**config.mk**
```make
export PLATFORM = sky130hd
export DESIGN_NAME = hvac_relay_mode_watchdog_top
export DESIGN_NICKNAME = d
export VERILOG_FILES = /design/src/rtl/hrmw_pkg.sv /design/src/rtl/hvac_relay_mode_watchdog_top.sv /design/src/rtl/hrmw_pass.sv
export VERILOG_INCLUDE_DIRS = /design/src /design/src/rtl
export SDC_FILE = /design/constraint.sdc
export NUM_CORES = 1
export LEC_CHECK = 0
export ABC_AREA = 1
export BUFFER_PORTS_ARGS = -buffer_cell sky130_fd_sc_hd__buf_2
export CORE_ASPECT_RATIO = 1.2
export CORE_UTILIZATION = 45
export DETAILED_ROUTE_END_ITERATION = 7
export PLACE_DENSITY = 0.67
export SLEW_MARGIN = 20
export SYNTH_ARGS = -nofsm -noshare
export SYNTH_HDL_FRONTEND = slang
export SYNTH_SLANG_ARGS = --single-unit
```
**constraint.sdc**
```tcl
create_clock -name clock -period 2.45 [get_ports clock]
set_input_delay 0.245 -clock clock [delete_from_list [all_inputs] [get_ports clock]]
set_output_delay 0.245 -clock clock [all_outputs]
set_load 0.05 [all_outputs]
```
**src/rtl/assert_macros.svh**
```systemverilog
// Assertion macros shared by the RTL of the relay mode watchdog.
// Depends on nothing; each macro clocks on clock and is gated by reset.
`ifndef ASSERT_MACROS_SVH
`define ASSERT_MACROS_SVH

// Check a property at every rising clock edge outside reset.
`define ASSERT_CLK(label, prop, msg) \
   label: assert property (@(posedge clock) disable iff (reset) (prop)) else $error(msg);

// Check that a condition implies a consequence in the next cycle.
`define ASSERT_NEXT(label, cond, cons, msg) \
   label: assert property (@(posedge clock) disable iff (reset) (cond) |=> (cons)) \
      else $error(msg);

`endif

```
**src/rtl/hrmw_pkg.sv**
```systemverilog
// Shared types, codes and widths for the relay mode watchdog.
// Used by hrmw_pass and hvac_relay_mode_watchdog_top; depends on nothing.
package hrmw_pkg;

   localparam int RELAY_COUNT = 4;
   localparam int MODE_W      = 3;
   localparam int ACTION_W    = 2;
   localparam int WDOG_W      = 24;
   localparam int FAN_CFG_W   = 20;
   localparam int FAN_W       = FAN_CFG_W + 1;
   localparam int CSR_INDEX_W = 1;

   localparam logic [WDOG_W-1:0]    WDOG_RESET = 24'd900000;
   localparam logic [FAN_CFG_W-1:0] FAN_RESET  = 20'd5000;

   // relays 0, 2 and 3 drop on a trip; relay 1 is the fan
   localparam logic [RELAY_COUNT-1:0] DROP_BITS = 4'b1101;
   localparam logic [RELAY_COUNT-1:0] FAN_BIT   = 4'b0010;
   localparam logic [RELAY_COUNT-1:0] PAT_COOL  = 4'b0001;
   localparam logic [RELAY_COUNT-1:0] PAT_HEAT1 = 4'b0110;
   localparam logic [RELAY_COUNT-1:0] PAT_HEAT2 = 4'b1010;
   localparam logic [RELAY_COUNT-1:0] PAT_HEAT3 = 4'b1110;

   localparam logic [ACTION_W-1:0] ACT_TICK = 2'd0;
   localparam logic [ACTION_W-1:0] ACT_MODE = 2'd1;
   localparam logic [ACTION_W-1:0] ACT_SAFE = 2'd2;
   localparam logic [ACTION_W-1:0] ACT_NONE = 2'd3;

   localparam logic [MODE_W-1:0] MODE_OFF   = 3'd0;
   localparam logic [MODE_W-1:0] MODE_COOL  = 3'd1;
   localparam logic [MODE_W-1:0] MODE_HEAT1 = 3'd2;
   localparam logic [MODE_W-1:0] MODE_HEAT2 = 3'd3;
   localparam logic [MODE_W-1:0] MODE_HEAT3 = 3'd4;

   localparam logic [CSR_INDEX_W-1:0] CSR_WDOG_TICKS = 1'd0;
   localparam logic [CSR_INDEX_W-1:0] CSR_FAN_TICKS  = 1'd1;

   typedef struct packed {
      logic [MODE_W-1:0]      mode;
      logic                   applied;
      logic                   tripped;
      logic [RELAY_COUNT-1:0] relay;
      logic [WDOG_W-1:0]      wd_left;
      logic [FAN_W-1:0]       fan_left;
   } ctl_state_type;

   function automatic logic is_heating(input logic [MODE_W-1:0] m);
      return (m == MODE_HEAT1) || (m == MODE_HEAT2) || (m == MODE_HEAT3);
   endfunction

endpackage

```
**src/rtl/hvac_relay_mode_watchdog_top.sv**
```systemverilog
// Top level of the relay mode watchdog: stream ports, config registers, result register.
// Depends on hrmw_pkg, hrmw_pass and assert_macros.svh.
//
// One word is taken per clock cycle while the rsp side is not stalled, and its result
// appears on the rsp side in the cycle after acceptance from a single result register;
// req_tready is high whenever that register is empty or being taken in the same cycle,
// so words flow back to back. The control state and the watchdog and fan counters update
// at the edge where a word is accepted. Configuration writes are always taken
// (csr_ready is tied high) and should be made while no word is in flight.
`include "assert_macros.svh"

module hvac_relay_mode_watchdog_top (
   input  logic                                clock,
   input  logic                                reset,
   // req side
   input  logic                                req_tvalid,
   output logic                                req_tready,
   input  logic [7:0]                          req_tdata,  // [2:0] mode_code
   input  logic [hrmw_pkg::ACTION_W-1:0]       req_tuser,  // [1:0] action
   // rsp side
   output logic                                rsp_tvalid,
   input  logic                                rsp_tready,
   output logic [15:0]                         rsp_tdata,  // [3:0] relay_states,
                                                            // [6:4] current_mode,
                                                            // [7] watchdog_tripped,
                                                            // [8] command_rejected
   // configuration
   input  logic                                csr_valid,
   output logic                                csr_ready,
   input  logic [hrmw_pkg::CSR_INDEX_W-1:0]    csr_index,
   input  logic [hrmw_pkg::WDOG_W-1:0]         csr_data
);

   logic [hrmw_pkg::WDOG_W-1:0]    wdog_ticks_ff;
   logic [hrmw_pkg::FAN_CFG_W-1:0] fan_ticks_ff;
   hrmw_pkg::ctl_state_type        state_ff;
   hrmw_pkg::ctl_state_type        state_in;
   logic                           rejected;
   logic                           rsp_valid_ff;
   logic [15:0]                    rsp_data_ff;
   logic                           req_accept;

   assign csr_ready  = 1'b1;
   assign req_tready = !rsp_valid_ff || rsp_tready;
   assign req_accept = req_tvalid && req_tready;
   assign rsp_tvalid = rsp_valid_ff;
   assign rsp_tdata  = rsp_data_ff;

   always_ff @(posedge clock) begin
      if (reset) begin
         wdog_ticks_ff <= hrmw_pkg::WDOG_RESET;
         fan_ticks_ff  <= hrmw_pkg::FAN_RESET;
      end else if (csr_valid) begin
         if (csr_index == hrmw_pkg::CSR_WDOG_TICKS) wdog_ticks_ff <= csr_data;
         if (csr_index == hrmw_pkg::CSR_FAN_TICKS)
            fan_ticks_ff <= csr_data[hrmw_pkg::FAN_CFG_W-1:0];
      end
   end

   hrmw_pass u_pass (
      .cur        (state_ff),
      .action     (req_tuser),
      .mode_code  (req_tdata[hrmw_pkg::MODE_W-1:0]),
      .wdog_ticks (wdog_ticks_ff),
      .fan_ticks  (fan_ticks_ff),
      .nxt        (state_in),
      .rejected   (rejected)
   );

   always_ff @(posedge clock) begin
      if (reset) begin
         state_ff     <= '0;
         rsp_valid_ff <= 1'b0;
      end else begin
         if (req_accept) begin
            state_ff     <= state_in;
            rsp_valid_ff <= 1'b1;
         end else if (rsp_tready) begin
            rsp_valid_ff <= 1'b0;
         end
      end
   end

   // payload: load on accept only
   always_ff @(posedge clock) begin
      if (req_accept)
         rsp_data_ff <= {7'd0, rejected, state_in.tripped, state_in.mode, state_in.relay};
   end

   `ASSERT_CLK(a_trip_relays_low,
      !state_ff.tripped || ((state_ff.relay & hrmw_pkg::DROP_BITS) == '0),
      "tripped watchdog with a dropped relay still on")
   `ASSERT_CLK(a_trip_expired,
      !state_ff.tripped || (state_ff.wd_left == '0),
      "tripped flag set while watchdog still running")
   `ASSERT_NEXT(a_rsp_drains,
      rsp_valid_ff && rsp_tready && !req_accept,
      !rsp_valid_ff,
      "result word not released after being taken")

endmodule

```
**src/rtl/hrmw_pass.sv**
```systemverilog
// One control pass of the relay mode watchdog: next state from state and word.
// Depends on hrmw_pkg.
module hrmw_pass (
   input  hrmw_pkg::ctl_state_type                 cur,
   input  logic [hrmw_pkg::ACTION_W-1:0]           action,
   input  logic [hrmw_pkg::MODE_W-1:0]             mode_code,
   input  logic [hrmw_pkg::WDOG_W-1:0]             wdog_ticks,
   input  logic [hrmw_pkg::FAN_CFG_W-1:0]          fan_ticks,
   output hrmw_pkg::ctl_state_type                 nxt,
   output logic                                    rejected
);

   always_comb begin
      hrmw_pkg::ctl_state_type s;
      logic                    code_ok;
      s        = cur;
      rejected = 1'b0;
      code_ok  = (mode_code <= hrmw_pkg::MODE_HEAT3);

      // apply the action
      unique case (action)
         hrmw_pkg::ACT_TICK: begin
            if (s.wd_left != '0) s.wd_left = s.wd_left - 1'b1;
            if (s.fan_left != '0) s.fan_left = s.fan_left - 1'b1;
         end
         hrmw_pkg::ACT_SAFE: begin
            s.wd_left = '0;
            s.tripped = 1'b0;
            s.relay   = '0;
         end
         hrmw_pkg::ACT_MODE: begin
            if (code_ok) begin
               if (mode_code <= hrmw_pkg::MODE_COOL && hrmw_pkg::is_heating(cur.mode))
                  s.fan_left = {1'b0, fan_ticks} + 1'b1;
               s.applied = (cur.mode == mode_code);
               s.mode    = mode_code;
               s.wd_left = wdog_ticks;
            end else begin
               rejected = 1'b1;
            end
         end
         default: ;
      endcase

      // watchdog pass: drive a new pattern while running, drop once on expiry
      if (s.wd_left != '0) begin
         s.tripped = 1'b0;
         if (!s.applied) begin
            case (s.mode)
               hrmw_pkg::MODE_OFF:   s.relay = s.relay & hrmw_pkg::FAN_BIT;
               hrmw_pkg::MODE_COOL:  s.relay = (s.relay & hrmw_pkg::FAN_BIT) | hrmw_pkg::PAT_COOL;
               hrmw_pkg::MODE_HEAT1: s.relay = hrmw_pkg::PAT_HEAT1;
               hrmw_pkg::MODE_HEAT2: s.relay = hrmw_pkg::PAT_HEAT2;
               hrmw_pkg::MODE_HEAT3: s.relay = hrmw_pkg::PAT_HEAT3;
               default: ;
            endcase
            s.applied = 1'b1;
         end
      end else if (!s.tripped) begin
         s.relay   = s.relay & ~hrmw_pkg::DROP_BITS;
         s.tripped = 1'b1;
      end

      // fan cooloff
      if (!hrmw_pkg::is_heating(s.mode) && s.fan_left == '0)
         s.relay = s.relay & ~hrmw_pkg::FAN_BIT;

      nxt = s;
   end

endmodule

```
==> results of run 1 <==
-- Yosys cell counts (all sizes together) --
| library cell | n |
|---|---|
| nor2 | 192 |
| o21bai | 1 |
| nor3 | 5 |
| dfxtp | 99 |
| o211ai | 25 |
| nand4 | 37 |
| nor4 | 1 |
| inv | 154 |
| a22oi | 13 |
| o22ai | 1 |
| edfxtp | 9 |
| clkinv | 3 |
| a211oi | 3 |
| o221ai | 1 |
| buf | 23 |
| o32ai | 2 |
| nand3b | 2 |
| clkbuf | 30 |
| ha | 5 |
| xnor2 | 2 |
| and2 | 1 |
| conb | 2 |
| xor2 | 8 |
| o21ai | 95 |
| o2111ai | 1 |
| nand2 | 339 |
| a21oi | 64 |
| and3 | 1 |
| nand3 | 117 |
| or2 | 2 |
-- layout make-up --
| cell class | count | area (µm²) | share of cell area |
|---|---|---|---|
| flip-flops and latches | 108 | 2270 | 0.244 |
| inverters | 157 | 594 | 0.0640 |
| clock buffers | 9 | 225 | 0.0243 |
| clock inverters | 7 | 88.8 | 0.00957 |
| repair buffers | 165 | 1180 | 0.127 |
| multi-input cells | 927 | 4660 | 0.502 |
| well taps | 212 | 265 | 0.0286 |
-- tightest hold or removal path, cell delays in order --
cell and delay [ns]:
buf_2 0.09, nand2_1 0.05, nand3_1 0.05
-- per-layer routing --
metal / track usage / routed length, µm / vias up
li1: - / - / 4286
met1: 0.322 / 9780 / 3869
met2: 0.498 / 11900 / 245
met3: 0.0359 / 1020 / 44
met4: 0.123 / 767 / 0
met5: 0 / 0 / -
-- registers in the layout, indices dropped and copies added, names as in the netlist --
name / cells
rsp_tvalid: 1
rsp_tdata: 9
fan_ticks_ff: 20
state_ff: 54
wdog_ticks_ff: 24
-- worst paths after layout --
check / startpoint / endpoint / slack [ns] / cells past startpoint
worst max-delay path: state_ff[22] / rsp_tdata[1] / 0.07 / 18
worst min-delay path: csr_data[7] / fan_ticks_ff[7] / 0.1 / 3
worst max register to register: state_ff[22] / rsp_tdata[1] / 0.07 / 18
worst min register to register: wdog_ticks_ff[13] / wdog_ticks_ff[13] / 0.48 / 2
-- per-stage QoR --
step	setup TNS [ns]	total power, mW	util	std cells	instance area, µm²
after floorplan	0	3.10	-	1244	7490
after global placement	0	3.64	0.528	1555	8570
after detailed placement	-0.0245	3.66	0.528	1555	8570
after CTS	0	5.21	0.548	1571	8880
after global routing	-0.0883	5.66	0.573	1585	9280
final	0	5.35	0.573	1585	9280
-- what timing repair did --
action / in CTS / in global routing
endpoints found under the hold margin: 0 / 0
gates cloned: 0 / 1
setup buffers: 0 / 13
pin swaps: 0 / 30
setup endpoints to repair: 1 / 10
resized for setup: 1 / 98
-- cells by family after synthesis --
family	after synthesis	synth area share
flip-flops	108	0.302
adder cells (fa/ha/maj)	5	0.00838
AND/OR/NAND/NOR	697	0.405
other	2	0.00101
AO/OA/AOI/OAI	206	0.157
buffers and inverters	210	0.114
XOR/XNOR	10	0.0117
-- power by group --
group / leakage [nW] / internal, mW / switching, mW
sequential: 0.913 / 1.92 / 0.121
combinational: 3.53 / 0.653 / 1.11
clock: 0.153 / 0.743 / 0.804
==> impl_metrics.csv, run 1 <==
group,metric,value,unit
setup_path,crit_chain,"inv_2 > ha_2 > nand2_1 > nor2_4 > nand3_4 > buf_4 > nand3_1 > nand2_1 > o21ai_2 > nand2_1 > nor2_2 > nand2_2 > nor2_4 > nand2_4 > nand2_2 > nand2_2 > nand2_2 > inv_1",
cts,clockRootBuffer,"clkbuf_16",
cts,cts_tree,"built",
floorplan,core_area,16200,µm²
cts,cts-buffers-inserted,9,
layout,layout.nets,1413,
grt,antenna_found_initial,0,
timing,fin_skew,0.0116,ns
setup_path,path_delay_family,"simple AND/OR/NAND/NOR gates",
timing,finalSetupViolCount,0,
status,status,"completed",
placed_design,gp_congestion,1.05,
floorplan,die_y,143,µm
layout,mostFrequentLayoutCells,"311 x nand2_1, 145 x nor2_1, 142 x inv_1",
floorplan,die_area,17100,µm²
timing,period_share,0.970,
grt,grt-ovfl-total,0,
setup_path,slowest_delay,0.37,ns
detailed_routing,postRouteAntennaNets,0,
timing,fmax,421,MHz
cts,worst_setup_hold_path_clk_slew,0.09,ns
setup_path,crit_fanout,6,
cts,cts.sinks,108,
logic_synthesis,yosysTopAreaCell,"dfxtp_1",
grt,grt_pass1_wl,37100,µm
setup_path,cp_num_buf_inv,3,
grt,grt_max_degree,55,
grt,grt_usage,0.275,
timing,period_minus_slack,2.38,ns
setup_path,cp_slowest_cell,"dfxtp_4",
setup_path,worstSetupPathType,"register to register",
layout,antenna_cells,0,
flow_run,maxCapViolCount,0,
logic_synthesis,yosysTopAreaCellShare,0.265,
timing,worstMarginPinSlew,0.812,ns
cts,ctsHtreeMaxLevel,3,
layout,layout_commonest_cell,"nand2_1",
logic_synthesis,syn-cell-area,7470,µm²
detailed_routing,first_pass_iters,5,
detailed_routing,wl_per_cell,14.8,µm
placed_design,post-dp-hpwl,17400,µm
timing,relSlewSlack,0.458,
floorplan,start_util,0.461,
setup_path,cpMostUsedCell,"nand2_2",
detailed_routing,drc_errors,0,
setup_path,worstSetupStartpointType,"register",
timing,drv_slew,0,
logic_synthesis,yosys_register_bits,108,
logic_synthesis,syn_inst,1238,
detailed_routing,vias,8444,
timing,worst_hold_slack,0.0983,ns
floorplan,die_x,120,µm
setup_path,end_kind,"register",
setup_path,critPathRequiredTime,2.58,ns
cts,cts_hold_repair.buffers,0,
floorplan,io_pins,59,
timing,hold_viol_final,0,
timing,fin_ws,0.0736,ns
logic_synthesis,yosysSeqAreaShare,0.302,
power,power_density,577,nW/µm²
detailed_routing,drt_iter0_drc,577,
placed_design,preCtsSetupSlack,-0.0245,ns
layout,syn_to_final_growth,24.3,%
detailed_routing,routed_via_density,5.33,
layout,fillers,1663,
power,peakVddDrop,0.337,mV
logic_synthesis,synth_cell_types,46,
cts,clock_latency,0.37,ns
floorplan,rows,51,
setup_path,critPathArrivalTime,2.51,ns
layout,final_layout_size_suffix_gt1_frac,0.218,
placed_design,io_buffers,45,
hold_path,hold_path.class,"input pin to register",
logic_synthesis,synth_warnings,0,
logic_synthesis,synthTopCellsByArea,"dfxtp_1 27%, nand2_1 17%, nor2_1 8.7%",
detailed_routing,routed_wl,23500,µm
grt,grt_pass1_vias,7546,
cts,clockBufferDepth,2,
logic_synthesis,syn_avg_cell_area,6.03,µm²
power,p_leak,4.60,nW
(Power assumes the default switching activity.)
==> run 2: changes to the inputs <==
CELL_PAD_IN_SITES_DETAIL_PLACEMENT = 1   (was unset)
CELL_PAD_IN_SITES_GLOBAL_PLACEMENT = 2   (was unset)
CORE_UTILIZATION = 33   (was 45)
PLACE_DENSITY = 0.86   (was 0.67)
==> impl_metrics.csv, run 2 (synthesis results as in run 1) <==
group,metric,value,unit
status,status,"completed",
timing,period_minus_slack,2.37,ns
setup_path,slowest_delay,0.38,ns
detailed_routing,routed_wl,28700,µm
cts,clockRootBuffer,"clkbuf_16",
detailed_routing,routed_via_density,5.16,
setup_path,reg2reg_from,"state_ff[24]",
floorplan,die_y,167,µm
detailed_routing,drc_errors,0,
power,totalPowerFinal,5.52,mW
cts,cts-buffers-inserted,9,
placed_design,gp_congestion,0.907,
floorplan,die_x,139,µm
detailed_routing,postRouteAntennaNets,0,
layout,layout.nets,1425,
setup_path,crit_chain,"nor2_2 > nand2_2 > nor2_4 > nand3_2 > nand2_1 > nand2_1 > nand3_1 > nand3_2 > nor2_2 > nand2_1 > nor2_2 > buf_6 > nand2_4 > nand2_1 > nand2_1 > nand2_2 > inv_1",
layout,layout_commonest_cell,"nand2_1",
power,power_density,579,nW/µm²
grt,grt_pass1_wl,45700,µm
timing,period_share,0.966,
setup_path,end_kind,"register",
setup_path,cp.depth,17,
grt,grt_pass1_vias,8823,
setup_path,critPathArrivalTime,2.50,ns
setup_path,cp_slowest_cell,"dfxtp_4",
cts,worst_setup_hold_path_clk_slew,0.09,ns
timing,fin_skew,0.0148,ns
power,peakVddDrop,0.303,mV
cts,cts.sinks,108,
timing,setup-tns-final,0,ns
setup_path,worstSetupStartpointType,"register",
layout,syn_to_final_growth,27.6,%
layout,reg_top3,"state_ff: 54 flops, wdog_ticks_ff: 24 flops, fan_ticks_ff: 20 flops",
cts,clock_latency,0.38,ns
layout,mostFrequentLayoutCells,"313 x nand2_1, 139 x inv_1, 133 x nor2_1",
floorplan,start_util,0.341,
setup_path,crit_fanout,8,
layout,largest_reg_flops,54,
setup_path,cpMostUsedCell,"nand2_1",
floorplan,die_area,23200,µm²
timing,rsz0062_at_grt,"yes",
floorplan,core_area,21900,µm²
detailed_routing,wl_per_cell,17.3,µm
placed_design,io_buffers,45,
layout,fin_area,9530,µm²
power,p_leak,4.69,nW
hold_path,hold_path.class,"input pin to register",
timing,fmax,422,MHz
cts,cts_tree,"built",
grt,grt-ovfl-total,0,
timing,worst_hold_slack,0.0878,ns
grt,grt_max_degree,68,
timing,relSlewSlack,0.470,
layout,antenna_cells,0,
setup_path,path_delay_family,"simple AND/OR/NAND/NOR gates",
setup_path,worstSetupStartpoint,"state_ff[24]",
detailed_routing,vias,8557,
setup_path,worstSetupPathType,"register to register",
timing,worstMarginPinSlew,0.794,ns
detailed_routing,first_pass_iters,5,
layout,final_layout_size_suffix_gt1_frac,0.242,
cts,clockBufferDepth,2,
floorplan,rows,59,
hold_path,holdCritStartpoint,"csr_data[21]",
timing,drv_slew,0,
flow_run,maxCapViolCount,0,
placed_design,post-dp-hpwl,21800,µm
setup_path,cp_num_buf_inv,2,
grt,grt_usage,0.250,
layout,top_register,"state_ff",
floorplan,io_pins,59,
detailed_routing,drt_iter0_drc,350,
setup_path,rr_worst_depth,17,
placed_design,placed_area,8750,µm²
layout,fin_util,0.435,
timing,hold_viol_final,0,
grt,antenna_found_initial,0,
cts,ctsHtreeMaxLevel,3,
setup_path,critPathRequiredTime,2.58,ns
hold_path,holdPathStages,3,
timing,finalSetupViolCount,0,
run 2: changes by cell type in the layout (fill, tap and decap cells not counted), moves of 3 or more:
cell and delta:
buf_4 +11, dfxtp_1 -10, dfxtp_2 +10, inv_1 -3
nand2_2 -3, nor2_1 -12, nor2_2 +11, o21ai_1 +3
run 2: final timing paths:
kind | endpoint | slack (ns)
setup / recovery | rsp_tdata[1] | 0.08
setup reg to reg | rsp_tdata[1] | 0.08
hold reg to reg | wdog_ticks_ff[19] | 0.49
hold / removal | wdog_ticks_ff[21] | 0.09
run 2: worst reg2reg max path, cell delays in order, from the launching register on:
cell	delay [ns]
dfxtp_4	0.38
nor2_2	0.16
nand2_2	0.10
nor2_4	0.26
nand3_2	0.15
nand2_1	0.08
nand2_1	0.05
nand3_1	0.08
nand3_2	0.08
nor2_2	0.12
nand2_1	0.09
nor2_2	0.11
buf_6	0.13
nand2_4	0.07
nand2_1	0.07
nand2_1	0.08
nand2_2	0.09
inv_1	0.05
run 2: cell type report:
class	instances	area [µm²]
clock inverters	7	91.3
fillers	2960	12400
well taps	274	343
repair buffers	178	1290
flip-flops and latches	108	2280
multi-input cells	926	4700
clock buffers	9	225
inverters	157	597
run 2: timing repair:
| item | CTS | global route |
|---|---|---|
| hold buffers | 0 | 0 |
| gates resized for setup | 12 | 117 |
| buffers inserted | 2 | 10 |
| pin swaps | 6 | 40 |
| endpoints found under the setup margin | 2 | 10 |
run 2: per-layer routing:
metal / GRT usage / share of wire / wire [µm] / vias to the layer above
met5: 0 / 0 / 0 / -
met3: 0.0293 / 0.026 / 736 / 46
li1: - / - / - / 4284
met2: 0.459 / 0.51 / 14600 / 124
met1: 0.294 / 0.43 / 12400 / 4103
met4: 0.0961 / 0.034 / 969 / 0
run 2: report_power, final:
| part | internal (mW) | switching (mW) | leakage (nW) |
|---|---|---|---|
| clock network | 0.743 | 0.856 | 0.152 |
| logic | 0.691 | 1.18 | 3.62 |
| registers | 1.92 | 0.128 | 0.917 |
run 2: through the flow:
| stage | instances | setup WS [ns] |
|---|---|---|
| 2_1_floorplan | 1244 | 0.230 |
| 3_3_place_gp | 1631 | 0.00920 |
| 3_5_place_dp | 1631 | -0.0368 |
| 4_1_cts | 1649 | 0.00200 |
| 5_1_grt | 1659 | -0.0848 |
| 6_report | 1659 | 0.0822 |
